File: config.mk
export PLATFORM = sky130hd
export DESIGN_NAME = qrs_div
export DESIGN_NICKNAME = d
export VERILOG_FILES = /design/src/design/qrs_pkg.sv /design/src/design/qrs_div.sv
export SDC_FILE = /design/constraint.sdc
export NUM_CORES = 2
export LEC_CHECK = 0
export BUFFER_PORTS_ARGS = -buffer_cell sky130_fd_sc_hd__buf_2
export CORE_MARGIN = 2
export CORE_UTILIZATION = 55
export CTS_BUF_LIST = sky130_fd_sc_hd__clkbuf_8
export CTS_CLUSTER_SIZE = 12
export DETAILED_ROUTE_END_ITERATION = 10
export GPL_ROUTABILITY_DRIVEN = 0
export PLACE_DENSITY_LB_ADDON = 0.08
export SYNTH_ARGS = -nofsm -noshare
export SYNTH_HDL_FRONTEND = slang
export SYNTH_SLANG_ARGS = --single-unit
File: constraint.sdc
create_clock -name clk -period 3.51 [get_ports clk]
set_input_delay 0.351 -clock clk [delete_from_list [all_inputs] [get_ports clk]]
set_output_delay 0.351 -clock clk [all_outputs]
set_load 0.05 [all_outputs]
File: src/design/qrs_pkg.sv
// shared types and constants of the quadratic root solver
// no dependencies
`timescale 1ns / 1ps

package qrs_pkg;

    localparam int RES_BITS = 32;

    typedef enum logic [1:0] {
        KIND_DISTINCT   = 2'd0,
        KIND_DOUBLE     = 2'd1,
        KIND_COMPLEX    = 2'd2,
        KIND_DEGENERATE = 2'd3
    } kind_t;

    localparam logic [RES_BITS-1:0] SAT_POS = 32'h7fff_ffff;
    localparam logic [RES_BITS-1:0] SAT_NEG = 32'h8000_0000;

endpackage

File: src/design/qrs_div.sv
// pipelined restoring divider: 32-bit quotient of num/den plus overflow flag
// depends on qrs_pkg; one division per cycle while en is high
`timescale 1ns / 1ps

module qrs_div #(
    parameter int NW = 80,
    parameter int DW = 18
) (
    input  logic                          clk,
    input  logic                          en,
    input  logic [NW-1:0]                 num,
    input  logic [DW-1:0]                 den,
    output logic [qrs_pkg::RES_BITS-1:0]  quo,
    output logic                          ovf
);

    localparam int QB = qrs_pkg::RES_BITS;

    logic [NW-QB-1:0] num_hi;
    logic             hi_ge;

    logic [DW-1:0] rem_reg [0:QB-1];
    logic [DW-1:0] den_reg [0:QB-1];
    logic [QB-1:0] lo_reg  [0:QB-1];
    logic [QB-1:0] q_reg   [0:QB];
    logic          ovf_reg [0:QB];

    assign num_hi = num[NW-1:QB];
    // quotient needs more than QB bits when the upper part already reaches den
    assign hi_ge  = (num_hi >= (NW-QB)'(den));

    always_ff @(posedge clk)
    begin
        if (en)
        begin
            ovf_reg[0] <= hi_ge;
            rem_reg[0] <= hi_ge ? '0 : DW'(num_hi);
            den_reg[0] <= den;
            lo_reg[0]  <= num[QB-1:0];
            q_reg[0]   <= '0;
        end
    end

    for (genvar k = 0; k < QB; k++)
    begin : g_step
        logic [DW:0]   rem_sh;
        logic          ge;
        logic [DW:0]   rem_sub;

        assign rem_sh  = {rem_reg[k], lo_reg[k][QB-1]};
        assign ge      = (rem_sh >= {1'b0, den_reg[k]});
        assign rem_sub = rem_sh - {1'b0, den_reg[k]};

        always_ff @(posedge clk)
        begin
            if (en)
            begin
                q_reg[k+1]   <= {q_reg[k][QB-2:0], ge};
                ovf_reg[k+1] <= ovf_reg[k];
            end
        end

        if (k < QB-1)
        begin : g_carry
            always_ff @(posedge clk)
            begin
                if (en)
                begin
                    rem_reg[k+1] <= ge ? rem_sub[DW-1:0] : rem_sh[DW-1:0];
                    den_reg[k+1] <= den_reg[k];
                    lo_reg[k+1]  <= {lo_reg[k][QB-2:0], 1'b0};
                end
            end
        end
    end

    assign quo = q_reg[QB];
    assign ovf = ovf_reg[QB];

endmodule

After elaboration in Yosys (flattened, before gate mapping)
Memories as Yosys holds them, arrays and structs flattened. Cells that the tools add are included.

Register bits: 0. RAM bits: 3265. Output and inout port bits: 33. Logic and storage cells: 103. Memories kept: 5.

Add/sub/neg operators: 31. Order comparisons: 33. Multiplexer cells: 34.

Memories: q_reg (words 33, width 32, rd ports 33, clocked after Yosys merged registers in 0, write ports 33, line qrs_div.sv:25) `logic [QB-1:0] q_reg [0:QB];`; lo_reg (words 32, width 32, rd ports 32, clocked after Yosys merged registers in 0, write ports 32, line qrs_div.sv:24) `logic [QB-1:0] lo_reg [0:QB-1];`; den_reg (words 32, width 18, rd ports 32, clocked after Yosys merged registers in 0, write ports 32, line qrs_div.sv:23) `logic [DW-1:0] den_reg [0:QB-1];`; rem_reg (words 32, width 18, rd ports 32, clocked after Yosys merged registers in 0, write ports 32, line qrs_div.sv:22) `logic [DW-1:0] rem_reg [0:QB-1];`; ovf_reg (words 33, width 1, rd ports 33, clocked after Yosys merged registers in 0, write ports 33, line qrs_div.sv:26) `logic ovf_reg [0:QB];`.

Operators with widths (number): 19-bit by 18-bit greater-or-equal comparator with 1-bit output (32); 18-bit 2-to-1 mux (32); 18-bit subtractor (31); 48-bit by 18-bit greater-or-equal comparator with 1-bit output (1); 1-bit 2-to-1 mux (2).

Logic depth before layout (Yosys ltp)
Word-level depth: 2. Mapped depth: 13. Gate-level depth less buffers: 12.

Worst setup path before layout
OpenSTA, ideal clock, no wires.

Kind: flip-flop to flip-flop. From: mem rem_reg[0][0]. To: mem rem_reg[1][10] (data pin). Library setup time: 0.262 ns. Arrival: 2.778 ns. Path slack: 0.470 ns. Stages on the path, launching flop included: 11. Buffers on the path: 1. Clock period less this slack: 3.040 ns. Cell sequence: edfxtp_1 ha_1 nor2b_1 o21ai_2 a21boi_1 o41ai_4 o21ai_1 o2111a_1 nor4_4 buf_6 mux2_1.

RTL lines (line): start, declared (qrs_div.sv:22).

==> flow_summary.ini <==
[hold_path]
hold_path_class = in -> reg

[worst_setup_path]
required_ns = 4.25
critPathKind = reg -> reg
end_kind = register
worstPathArrival_ns = 4.11
start_kind = register
crit_fanout = 19

[grt]
grt_first_pass_wirelength_um = 301000
grt_usage_pct = 19.5
grt_pass1_vias = 57692
grt_max_degree = 115
antenna_found_initial = 2
overflow = 0

[floorplan]
start_util_pct = 55.3
die_w_um = 436
row_count = 158
die-area_mm2 = 0.190
ios = 133
coreArea_mm2 = 0.185
die_h_um = 436

[power_and_ir_drop]
vdd_drop_max_mv = 0.514
leakage_nw = 45.2
power_density_mw_per_mm2 = 825

[synth]
synthDominantCellAreaShare_pct = 65.6
synthCells = 7281
yosys-top-cells-area = edfxtp_1, ha_1, mux2_2
syn_area_mm2 = 0.103
synth_edf_count = 2241
synth.most_common_cell = edfxtp_1
async_flop_share_pct = 0
synth_area_per_cell_um2 = 14.1
synth_ff_type = edfxtp_1
ys_seq_elements = 2241
seq_area_frac_synth_pct = 65.6
synth_warnings = 0
synth_top_cell_by_area = edfxtp_1
synth.top_cells.by_count = edfxtp_1, inv_1, ha_1, a21oi_1, nand2_1
synth_nets = 8006
synth_cell_types = 85

[route]
avgViaCountPerCell = 5.43
wire_per_inst_um = 17.4
drtIter0Drc = 4253
via_count = 58177
antenna_left = 0
drt_pass1_iterations = 6
wl_um = 186000
drc = 0

[cells_and_area]
layout-drive-gt1-share_pct = 13.2
post-route-util_pct = 62.1
final_nets = 8676
syn_to_final_growth_pct = 12.2

[clock_tree]
cts_root_buf = clkbuf_8
postCtsSetupRepairBufs = 0
cts_num_sinks = 2241
h-tree-depth = 5
cts_max_path_buffers = 4
tritoncts = done
clock_latency_ns = 1.07
clk_transition_reported_paths_ns = 0.06
cts_buffers = 378

[timing]
final_max_slew_viol_count = 0
rsz0062_at_grt = no
min_period_ns = 3.36
tightest_slew_ns = 0.786
skew_ns = 0.0732
setup_viol = 0
maxSlewHeadroom_pct = 47.4
hold_viol_final = 0
max_freq_mhz = 297
tns_ns = 0
final.period_utilization_pct = 95.9

[place]
port_buffers = 132
dp.final_hpwl_um = 129000

[flow_run]
maxCapViolations = 0

[status]
status = complete, no violations
## power by group
part	switching, mW	total [mW]	internal, mW
registers	2.86	39.5	36.7
clock network	9.94	20.6	10.7
logic	18.4	34.8	16.4
## kinds of logic (layout without fill, tap and decap cells)
logic type      after synthesis  count (layout)  share of synthesized area, %
fa+ha+maj                   625             625                          7.85
flops                      2241            2241                          65.6
simple gates               1201            1201                          5.48
buf+inv                     837            1780                          3.21
mux                         429             429                          4.72
other cells                   0               6                             0
compound gates             1513            1513                          9.43
xor+xnor                    435             435                          3.71
## through the flow
step           power [mW]  cells  setup WS (ns)  cell area, um2  hold slack, ns
6_report             95.0  10710          0.146          115000           0.171
3_3_place_gp         73.7   9929          0.227          107000           0.400
2_1_floorplan        65.8   7281          0.470          103000           0.400
3_5_place_dp         74.4   9929          0.189          107000           0.405
5_1_grt               102  10709         0.0356          115000           0.114
4_1_cts              95.9  10704          0.143          115000          0.0239
## final cells by class
| type | instances | area (um2) |
|---|---|---|
| clock inverters | 273 | 1370 |
| flip-flops and latches | 2241 | 67300 |
| multi-input cells | 4203 | 32100 |
| repair buffers | 377 | 3180 |
| diodes | 6 | 15.0 |
| fillers | 14139 | 70400 |
| well taps | 2480 | 3100 |
| clock buffers | 380 | 5230 |
| inverters | 750 | 2820 |
## critical path, cell delays in order (launching register included)
cell	delay (ns)
edfxtp_1	0.46
ha_1	0.34
nor2b_1	0.13
o21a_1	0.17
o21ai_0	0.38
a211o_1	0.25
o31ai_1	0.11
a31o_2	0.28
a211oi_4	0.22
buf_4	0.31
mux2_1	0.39
## final timing paths
| kind | start | end | slack, ns | cells past startpoint |
|---|---|---|---|---|
| worst max-delay path | rem_reg[26][0] | rem_reg[27][15] | 0.15 | 10 |
| worst min-delay path | num[44] | rem_reg[0][12] | 0.17 | 3 |
| worst max register to register | rem_reg[26][0] | rem_reg[27][15] | 0.15 | 10 |
| worst min register to register | lo_reg[3][24] | lo_reg[4][25] | 0.35 | 0 |
## layer usage
layer	vias up	part of all wire (%)	GRT usage, %
met3	418	4.0	3.01
met1	27970	45	26.4
met2	1243	48	32.3
met4	0	2.9	6.80
met5	-	0	0
li1	28546	-	-
## cell usage in the layout (no fill, tap or decap), types with 27 or more instances in the layout
| master | instances |
|---|---|
| and2_1 | 27 |
| nor3_1 | 80 |
| clkinv_1 | 105 |
| clkinv_2 | 49 |
| ha_1 | 594 |
| o211ai_1 | 46 |
| and3_1 | 59 |
| nand3_1 | 73 |
| a21o_1 | 185 |
| buf_2 | 131 |
| nand2b_1 | 72 |
| mux2_1 | 75 |
| edfxtp_1 | 2241 |
| dlygate4sd3_1 | 122 |
| clkbuf_8 | 380 |
| nor2b_1 | 53 |
| nand4_1 | 57 |
| mux2_2 | 306 |
| fa_1 | 31 |
| mux2i_1 | 33 |
| o21ai_0 | 365 |
| nand2_1 | 430 |
| buf_4 | 94 |
| a211oi_1 | 53 |
| nor2_1 | 291 |
| a31oi_1 | 54 |
| buf_12 | 30 |
| xor2_1 | 172 |
| a21oi_1 | 476 |
| o21a_1 | 86 |
| inv_1 | 848 |
| xnor2_1 | 263 |
## repair_timing
item	CTS	global route
gates resized for setup	0	11
hold buffers	122	0
hold endpoints to repair	225	0
setup endpoints to repair	0	51
Note: power is estimated with default switching activity, not from simulation.
